File: config.mk
export PLATFORM = sky130hd
export DESIGN_NAME = positional_list_store
export DESIGN_NICKNAME = d
export VERILOG_FILES = /design/src/sv/pls_pkg.sv /design/src/sv/pls_ctrl.sv /design/src/sv/pls_datapath.sv /design/src/sv/positional_list_store.sv
export SDC_FILE = /design/constraint.sdc
export NUM_CORES = 1
export LEC_CHECK = 0
export ABC_CLOCK_PERIOD_IN_PS = 4000
export BUFFER_PORTS_ARGS = -buffer_cell sky130_fd_sc_hd__buf_2
export CORE_ASPECT_RATIO = 1.4
export CORE_UTILIZATION = 47
export CTS_BUF_LIST = sky130_fd_sc_hd__clkbuf_8 sky130_fd_sc_hd__clkbuf_16
export CTS_CLUSTER_DIAMETER = 40
export DETAILED_ROUTE_END_ITERATION = 16
export GPL_ROUTABILITY_DRIVEN = 0
export PLACE_DENSITY = 0.73
export SLEW_MARGIN = 40
export SYNTH_ARGS = -nofsm -noshare
export SYNTH_HDL_FRONTEND = slang
export SYNTH_HIERARCHICAL = 1
export SYNTH_SLANG_ARGS = --single-unit
File: constraint.sdc
create_clock -name clk -period 4 [get_ports clk]
set_input_delay 0.4 -clock clk [delete_from_list [all_inputs] [get_ports clk]]
set_output_delay 0.4 -clock clk [all_outputs]
set_load 0.005 [all_outputs]
File: src/sv/pls_pkg.sv
`timescale 1ns / 1ps
`default_nettype none

package pls_pkg;

  localparam int CAPACITY_DEF  = 16;
  localparam int CMD_W         = 3;
  localparam int VALUE_W       = 32;
  localparam int POSITION_W    = 5;
  localparam int STATUS_W      = 2;
  localparam int FOUND_INDEX_W = 4;
  localparam int ELEM_COUNT_W  = 5;

  localparam logic [CMD_W-1:0] CMD_APPEND = 3'd0;
  localparam logic [CMD_W-1:0] CMD_INSERT = 3'd1;
  localparam logic [CMD_W-1:0] CMD_REMOVE = 3'd2;
  localparam logic [CMD_W-1:0] CMD_FIND   = 3'd3;
  localparam logic [CMD_W-1:0] CMD_CLEAR  = 3'd4;

  localparam logic [STATUS_W-1:0] ST_OK    = 2'd0;
  localparam logic [STATUS_W-1:0] ST_FULL  = 2'd1;
  localparam logic [STATUS_W-1:0] ST_RANGE = 2'd2;

  typedef struct packed {
    logic [CMD_W-1:0]          command;
    logic signed [VALUE_W-1:0] value;
    logic [POSITION_W-1:0]     position;
  } in_item_t;

  typedef struct packed {
    logic [STATUS_W-1:0]      status;
    logic                     found;
    logic [FOUND_INDEX_W-1:0] found_index;
    logic [ELEM_COUNT_W-1:0]  element_count;
  } out_item_t;

  // controller to datapath
  typedef struct packed {
    logic                wr_in;
    logic                cap_up;
    logic                cap_dn;
    logic                cap_fd;
    logic                rd_up;
    logic                rd_dn;
    logic                rd_fd;
    logic                wr_shift;
    logic                wr_val;
    logic                idx_dec;
    logic                idx_inc;
    logic                cnt_inc;
    logic                cnt_dec;
    logic                cnt_clr;
    logic                res_go;
    logic [STATUS_W-1:0] res_status;
    logic                res_found;
  } ctl_t;

  // datapath to controller
  typedef struct packed {
    logic [CMD_W-1:0] command;
    logic             full;
    logic             ins_ok;
    logic             rem_ok;
    logic             at_pos;
    logic             dn_last;
    logic             fd_end;
    logic             match;
  } sts_t;

endpackage

`default_nettype wire

File: src/sv/pls_ctrl.sv
`timescale 1ns / 1ps
`default_nettype none

module pls_ctrl (
  input  wire logic          clk,
  input  wire logic          rst_n,
  input  wire logic          start,
  output logic               busy,
  input  pls_pkg::sts_t      sts,
  output pls_pkg::ctl_t      ctl
);

  localparam logic [2:0] S_IDLE   = 3'd0;
  localparam logic [2:0] S_UP_CHK = 3'd1;
  localparam logic [2:0] S_UP_WR  = 3'd2;
  localparam logic [2:0] S_DN_CHK = 3'd3;
  localparam logic [2:0] S_DN_WR  = 3'd4;
  localparam logic [2:0] S_FD_CHK = 3'd5;
  localparam logic [2:0] S_FD_CMP = 3'd6;

  logic [2:0] state_r;
  logic [2:0] state_nxt;

  assign busy = (state_r != S_IDLE);

  always_comb begin
    state_nxt = state_r;
    ctl       = '0;
    unique case (state_r)
      S_IDLE: begin
        if (start) begin
          unique case (sts.command)
            pls_pkg::CMD_APPEND: begin
              ctl.res_go = 1'b1;
              if (sts.full) begin
                ctl.res_status = pls_pkg::ST_FULL;
              end else begin
                ctl.res_status = pls_pkg::ST_OK;
                ctl.wr_in      = 1'b1;
                ctl.cnt_inc    = 1'b1;
              end
            end
            pls_pkg::CMD_INSERT: begin
              if (sts.full) begin
                ctl.res_go     = 1'b1;
                ctl.res_status = pls_pkg::ST_FULL;
              end else if (!sts.ins_ok) begin
                ctl.res_go     = 1'b1;
                ctl.res_status = pls_pkg::ST_RANGE;
              end else begin
                ctl.cap_up = 1'b1;
                state_nxt  = S_UP_CHK;
              end
            end
            pls_pkg::CMD_REMOVE: begin
              if (!sts.rem_ok) begin
                ctl.res_go     = 1'b1;
                ctl.res_status = pls_pkg::ST_RANGE;
              end else begin
                ctl.cap_dn = 1'b1;
                state_nxt  = S_DN_CHK;
              end
            end
            pls_pkg::CMD_FIND: begin
              ctl.cap_fd = 1'b1;
              state_nxt  = S_FD_CHK;
            end
            pls_pkg::CMD_CLEAR: begin
              ctl.cnt_clr    = 1'b1;
              ctl.res_go     = 1'b1;
              ctl.res_status = pls_pkg::ST_OK;
            end
            default: begin
              ctl.res_go     = 1'b1;
              ctl.res_status = pls_pkg::ST_OK;
            end
          endcase
        end
      end
      S_UP_CHK: begin
        if (sts.at_pos) begin
          ctl.wr_val     = 1'b1;
          ctl.cnt_inc    = 1'b1;
          ctl.res_go     = 1'b1;
          ctl.res_status = pls_pkg::ST_OK;
          state_nxt      = S_IDLE;
        end else begin
          ctl.rd_up = 1'b1;
          state_nxt = S_UP_WR;
        end
      end
      S_UP_WR: begin
        ctl.wr_shift = 1'b1;
        ctl.idx_dec  = 1'b1;
        state_nxt    = S_UP_CHK;
      end
      S_DN_CHK: begin
        if (sts.dn_last) begin
          ctl.cnt_dec    = 1'b1;
          ctl.res_go     = 1'b1;
          ctl.res_status = pls_pkg::ST_OK;
          state_nxt      = S_IDLE;
        end else begin
          ctl.rd_dn = 1'b1;
          state_nxt = S_DN_WR;
        end
      end
      S_DN_WR: begin
        ctl.wr_shift = 1'b1;
        ctl.idx_inc  = 1'b1;
        state_nxt    = S_DN_CHK;
      end
      S_FD_CHK: begin
        if (sts.fd_end) begin
          ctl.res_go     = 1'b1;
          ctl.res_status = pls_pkg::ST_OK;
          state_nxt      = S_IDLE;
        end else begin
          ctl.rd_fd = 1'b1;
          state_nxt = S_FD_CMP;
        end
      end
      S_FD_CMP: begin
        if (sts.match) begin
          ctl.res_go     = 1'b1;
          ctl.res_status = pls_pkg::ST_OK;
          ctl.res_found  = 1'b1;
          state_nxt      = S_IDLE;
        end else begin
          ctl.idx_inc = 1'b1;
          state_nxt   = S_FD_CHK;
        end
      end
      default: begin
        state_nxt = S_IDLE;
      end
    endcase
  end

  always_ff @(posedge clk) begin
    if (!rst_n) begin
      state_r <= S_IDLE;
    end else begin
      state_r <= state_nxt;
    end
  end

endmodule

`default_nettype wire

File: src/sv/pls_datapath.sv
`timescale 1ns / 1ps
`default_nettype none

module pls_datapath #(
  parameter int CAPACITY = pls_pkg::CAPACITY_DEF
) (
  input  wire logic               clk,
  input  wire logic               rst_n,
  input  pls_pkg::in_item_t       in_item,
  input  pls_pkg::ctl_t           ctl,
  output pls_pkg::sts_t           sts,
  output logic                    out_strobe,
  output pls_pkg::out_item_t      out_item
);

  localparam int AW   = (CAPACITY > 1) ? $clog2(CAPACITY) : 1;
  localparam int CW   = $clog2(CAPACITY + 1);
  localparam int PW   = pls_pkg::POSITION_W;
  localparam int XW   = (CW > PW) ? CW : PW;
  localparam int VW   = pls_pkg::VALUE_W;
  localparam int FIW  = pls_pkg::FOUND_INDEX_W;
  localparam int ECW  = pls_pkg::ELEM_COUNT_W;

  logic [VW-1:0] mem [CAPACITY];

  logic [CW-1:0] count_r;
  logic [CW-1:0] count_nxt;
  logic [CW-1:0] idx_r;
  logic [CW-1:0] pos_r;
  logic [VW-1:0] val_r;
  logic [VW-1:0] rdata_r;

  logic [XW-1:0] pos_x;
  logic [XW-1:0] cnt_x;
  logic [CW-1:0] idx_up;
  logic [CW-1:0] idx_dn;

  logic          we;
  logic [AW-1:0] wa;
  logic [VW-1:0] wd;
  logic          re;
  logic [AW-1:0] ra;

  logic                       out_strobe_r;
  pls_pkg::out_item_t         out_item_r;

  assign pos_x  = XW'(in_item.position);
  assign cnt_x  = XW'(count_r);
  assign idx_up = idx_r + CW'(1);
  assign idx_dn = idx_r - CW'(1);

  always_comb begin
    sts.command = in_item.command;
    sts.full    = (count_r == CW'(CAPACITY));
    sts.ins_ok  = (pos_x <= cnt_x);
    sts.rem_ok  = (pos_x < cnt_x);
    sts.at_pos  = (idx_r == pos_r);
    sts.dn_last = (idx_up == count_r);
    sts.fd_end  = (idx_r == count_r);
    sts.match   = (rdata_r == val_r);
  end

  always_comb begin
    we = ctl.wr_in | ctl.wr_val | ctl.wr_shift;
    wa = idx_r[AW-1:0];
    wd = rdata_r;
    if (ctl.wr_in) begin
      wa = count_r[AW-1:0];
      wd = in_item.value;
    end else if (ctl.wr_val) begin
      wd = val_r;
    end
  end

  always_comb begin
    re = ctl.rd_up | ctl.rd_dn | ctl.rd_fd;
    ra = idx_r[AW-1:0];
    if (ctl.rd_up) begin
      ra = idx_dn[AW-1:0];
    end else if (ctl.rd_dn) begin
      ra = idx_up[AW-1:0];
    end
  end

  always_ff @(posedge clk) begin
    if (we) begin
      mem[wa] <= wd;
    end
    if (re) begin
      rdata_r <= mem[ra];
    end
  end

  always_comb begin
    count_nxt = count_r;
    if (ctl.cnt_clr) begin
      count_nxt = '0;
    end else if (ctl.cnt_inc) begin
      count_nxt = count_r + CW'(1);
    end else if (ctl.cnt_dec) begin
      count_nxt = count_r - CW'(1);
    end
  end

  always_ff @(posedge clk) begin
    if (!rst_n) begin
      count_r <= '0;
    end else begin
      count_r <= count_nxt;
    end
  end

  always_ff @(posedge clk) begin
    if (ctl.cap_up | ctl.cap_dn | ctl.cap_fd) begin
      val_r <= in_item.value;
      pos_r <= CW'(in_item.position);
    end
    if (ctl.cap_up) begin
      idx_r <= count_r;
    end else if (ctl.cap_dn) begin
      idx_r <= CW'(in_item.position);
    end else if (ctl.cap_fd) begin
      idx_r <= '0;
    end else if (ctl.idx_dec) begin
      idx_r <= idx_dn;
    end else if (ctl.idx_inc) begin
      idx_r <= idx_up;
    end
  end

  always_ff @(posedge clk) begin
    if (!rst_n) begin
      out_strobe_r <= 1'b0;
    end else begin
      out_strobe_r <= ctl.res_go;
    end
  end

  always_ff @(posedge clk) begin
    if (ctl.res_go) begin
      out_item_r.status        <= ctl.res_status;
      out_item_r.found         <= ctl.res_found;
      out_item_r.found_index   <= ctl.res_found ? FIW'(idx_r) : '0;
      out_item_r.element_count <= ECW'(count_nxt);
    end
  end

  assign out_strobe = out_strobe_r;
  assign out_item   = out_item_r;

endmodule

`default_nettype wire

File: src/sv/positional_list_store.sv
`timescale 1ns / 1ps
`default_nettype none

// Ordered list of up to CAPACITY signed 32-bit values held in a simple dual-port
// RAM (one write, one registered read per cycle).
// Input: drive in_item and raise start; the transaction is taken at an edge
// where start is high and busy is low. Commands: append, insert, remove,
// find and clear.
// Output: every transaction yields one result on out_item, marked by
// out_strobe for exactly one cycle; the receiver cannot stall it.
// Append, clear, rejected and unknown commands finish in the accepting
// cycle with busy staying low, so these run back to back; out_strobe
// follows in the next cycle from the result register. Insert opens a gap
// at position, remove closes one, find scans from entry 0 to a hit or end.
// The loops move one entry at a time: a check state reads the RAM and a
// write state writes it back shifted (find compares instead); the
// controller holds busy until the result issues.
// Reset empties the list; the RAM contents are not cleared and need no
// clearing pass.

module positional_list_store #(
  parameter int CAPACITY = pls_pkg::CAPACITY_DEF
) (
  input  wire logic               clk,
  input  wire logic               rst_n,
  input  wire logic               start,
  output logic                    busy,
  input  pls_pkg::in_item_t       in_item,
  output logic                    out_strobe,
  output pls_pkg::out_item_t      out_item
);

  pls_pkg::ctl_t ctl;
  pls_pkg::sts_t sts;

  pls_ctrl u_ctrl (
    .clk   (clk),
    .rst_n (rst_n),
    .start (start),
    .busy  (busy),
    .sts   (sts),
    .ctl   (ctl)
  );

  pls_datapath #(
    .CAPACITY (CAPACITY)
  ) u_datapath (
    .clk        (clk),
    .rst_n      (rst_n),
    .in_item    (in_item),
    .ctl        (ctl),
    .sts        (sts),
    .out_strobe (out_strobe),
    .out_item   (out_item)
  );

endmodule

`default_nettype wire
==> flow_summary.toml <==
[logic_synthesis]
syn_area_um2 = 24600
synth_flop_cell = "edfxtp_1"
yosysWarningCount = 6
synthArstFlopShare_pct = 0
synth_edf_count = 598
yosysSeqAreaShare_pct = 73.7
synth_nets = 1382
synthDistinctLibCells = 56
ys_seq_elements = 607
avgSynthCellArea_um2 = 18.5
postSynthCellCount = 1330

[routing]
drc = 0
met1_length_um = 21900
routedWlPerCell_um = 27.0
routed_wl_um = 59200
ant_nets = 0
drtIter0Drc = 1485
wl_met3_um = 4870
vias = 13351
viasPerCell = 6.08
wl_met2_um = 30300
top_layer = "met4"
drtPass1Iterations = 5

[sta]
fin_crit_sh_pct = 97.1
setup-violations-final = 0
relSlewSlack_pct = 43.1
tightest_slew_ns = 0.852
worst_clock_skew_ns = 0.0289
finalCriticalPeriod_ns = 3.88
worst_slack_ns = 0.115
slew_violations = 0
hold_viol_final = 0
rsz0062_at_grt = "false"
fmax_ghz = 0.257

[finish]
design_area_um2 = 29000
fillCellCount = 3694
finalNetCount = 1548
drive_gt1_share_pct = 28.1
syn2layout_area_growth_pct = 17.8
diodes = 0

[global_route]
grt_pass1_wl_um = 87900
grt_pass1_vias = 13703
antenna_found_initial = 0
grt_max_degree = 65
overflow = 0
track_usage_pct = 22.6

[critical_path]
cpMostUsedCell = "buf_4"
crit_chain = "ha_1 > buf_4 > nand3_1 > or3_1 > a2111oi_1 > buf_4 > nor4bb_4 > nor2b_1 > buf_4 > a221oi_4 > buf_12 > buf_12 > mux4_2 > nand3_1 > nand4_1"
worstReg2RegStart = "u_datapath/idx_r[0]"
crit_type = "register to register"
ff2ff_setup_slack_ns = 0.12
rr_worst_depth = 15
crit_arrival_ns = 4.21
cp-end-kind = "register"
r2r-end = "u_datapath/rdata_r[18]"
cp_slowest_cell = "a2111oi_1"
cpPeakStageDelay_ns = 0.45
crit_fanout = 27
cp.required_ns = 4.33
crit_path_start_kind = "register"

[placement]
place_area_um2 = 26900
portBuffers = 56
dp_slack_ns = -0.00135
dpl.hpwl_um = 33700

[hold_path]
holdPathStages = 1
hold_path_class = "input pin to register"
min_from = "in_item[29]"
hold_path_end = "u_datapath/val_r[24]"

[power]
p_total_mw = 13.9
p_leak_nw = 9.33
peakVddDrop_mv = 0.385
powerDensity_nw_per_um2 = 478

[status]
status = "complete, no violations"

[floorplanning]
die_y_um = 273
rows = 98
start_util_pct = 47.9
coreArea_um2 = 51400
dieArea_um2 = 53300
ioPinCount = 57
die_w_um = 195

[clock_network]
insertion_delay_ns = 0.62
cts.sinks = 607
root_buffer = "clkbuf_16"
cts_tree = "yes"
clockBufferDepth = 3
cts.htree.levels = 2
cts_buffers = 58
clk_pin_slew_worst_paths_ns = 0.07

[job]
maxCapViolCount = 0
==> cells in the final DEF (no fill, tap or decap), types with 4 or more instances in the layout <==
| cell type | instances |
|---|---|
| ha_1 | 9 |
| xor2_1 | 37 |
| buf_12 | 38 |
| clkinv_2 | 9 |
| o21ai_2 | 12 |
| a21oi_1 | 4 |
| nor3_1 | 10 |
| o21ai_0 | 28 |
| bufinv_16 | 4 |
| mux2i_1 | 35 |
| edfxtp_1 | 598 |
| nand3_1 | 134 |
| dlygate4sd3_1 | 16 |
| inv_1 | 26 |
| dfxtp_1 | 9 |
| nand2_1 | 46 |
| nor2_1 | 22 |
| a221oi_1 | 4 |
| nor2b_1 | 6 |
| clkbuf_16 | 59 |
| nand4_1 | 37 |
| nor2_4 | 17 |
| o21a_1 | 4 |
| buf_4 | 70 |
| and2_1 | 11 |
| clkinv_1 | 14 |
| xnor2_1 | 16 |
| nor4_1 | 9 |
| buf_2 | 56 |
| mux4_2 | 128 |
==> per-layer routing <==
| metal | vias to the layer above | track usage [%] |
|---|---|---|
| met4 | 0 | 8.33 |
| li1 | 5735 | - |
| met3 | 124 | 2.80 |
| met2 | 657 | 39.0 |
| met1 | 6835 | 29.3 |
| met5 | - | 0 |
==> critical path, delay by kind of cell, from the launching register on <==
kind	cells	cell delay, ns
adders and majority gates	1	0.18
muxes	1	0.35
buffers and inverters	5	1.01
DFF	1	0.36
AOI/OAI and AO/OA	2	0.76
and+or+nand+nor	6	0.93
==> cell families after synthesis <==
logic type | share of synthesized area (%)
xor+xnor | 2.16
fa+ha+maj | 0.458
compound gates | 2.15
mux | 13.2
flops | 73.7
buf+inv | 1.84
simple gates | 6.53
==> through the flow <==
step	util (%)	cells	hold slack (ns)	setup TNS, ns
after floorplan	-	1330	0.499	-3.36
after global placement	52.2	2062	0.598	-0.00478
after detailed placement	52.3	2065	0.594	-0.00135
after CTS	56.3	2192	0.00366	0
after global routing	56.4	2195	0.00624	0
final	56.4	2195	0.0141	0
==> flip-flops by register name, indices dropped and copies added, names as in the netlist <==
| name | cells |
|---|---|
| u_ctrl/state_r | 3 |
| u_datapath/cnt_x | 5 |
| u_datapath/idx_r | 5 |
| u_datapath/mem | 512 |
| u_datapath/out_item | 12 |
| u_datapath/out_strobe | 1 |
| u_datapath/pos_r | 5 |
| u_datapath/rdata_r | 32 |
| u_datapath/val_r | 32 |
==> area by class of cell <==
class / instances / area [µm²] / area share (%)
Clock inverter: 51 / 419 / 1.45
Inverter: 16 / 60.1 / 0.207
Clock buffer: 58 / 1450 / 5.00
Tap cell: 650 / 813 / 2.80
Sequential cell: 607 / 18100 / 62.5
Timing Repair Buffer: 186 / 1820 / 6.26
Multi-Input combinational cell: 627 / 6300 / 21.7
==> how the worst max path moves through the flow <==
stage,startpoint,endpoint
final,u_datapath/idx_r[0],u_datapath/rdata_r[18]
after global routing,u_datapath/idx_r[0],u_datapath/rdata_r[18]
after CTS,u_datapath/idx_r[0],u_datapath/rdata_r[18]
after detailed placement,u_datapath/idx_r[0],u_datapath/rdata_r[18]
after global placement,u_datapath/idx_r[0],u_datapath/rdata_r[18]
after floorplan,u_datapath/cnt_x[1],u_datapath/mem[10][0]
==> repair_timing <==
item | 4_1_cts | 5_1_grt
gates resized for setup | 2 | 5
endpoints found under the hold margin | 16 | 0
pin swaps | 1 | 1
cloned | 0 | 1
hold buffers | 16 | 0
endpoints found under the setup margin | 3 | 28
buffers inserted | 2 | 2
==> Yosys cell counts (10+ instances only) <==
cell / count / area (µm²)
and2_1: 11 / 68.8
buf_2: 19 / 95.1
buf_4: 18 / 135
clkbuf_1: 42 / 158
edfxtp_1: 598 / 18000
inv_1: 16 / 60.1
mux2i_1: 35 / 350
mux4_2: 128 / 2880
nand2_1: 46 / 173
nand3_1: 134 / 671
nand4_1: 37 / 231
nor2_1: 40 / 150
nor3_1: 10 / 50.1
nor4_1: 10 / 62.6
o21ai_0: 40 / 200
xnor2_1: 18 / 158
xor2_1: 37 / 324
==> where the power goes <==
group | switching (mW) | internal, mW | total (mW)
clock | 2.38 | 2.94 | 5.32
sequential | 0.0363 | 7.15 | 7.18
combinational | 0.740 | 0.615 | 1.36
total | 3.16 | 10.7 | 13.9
Power figures use the tool's default switching activity.
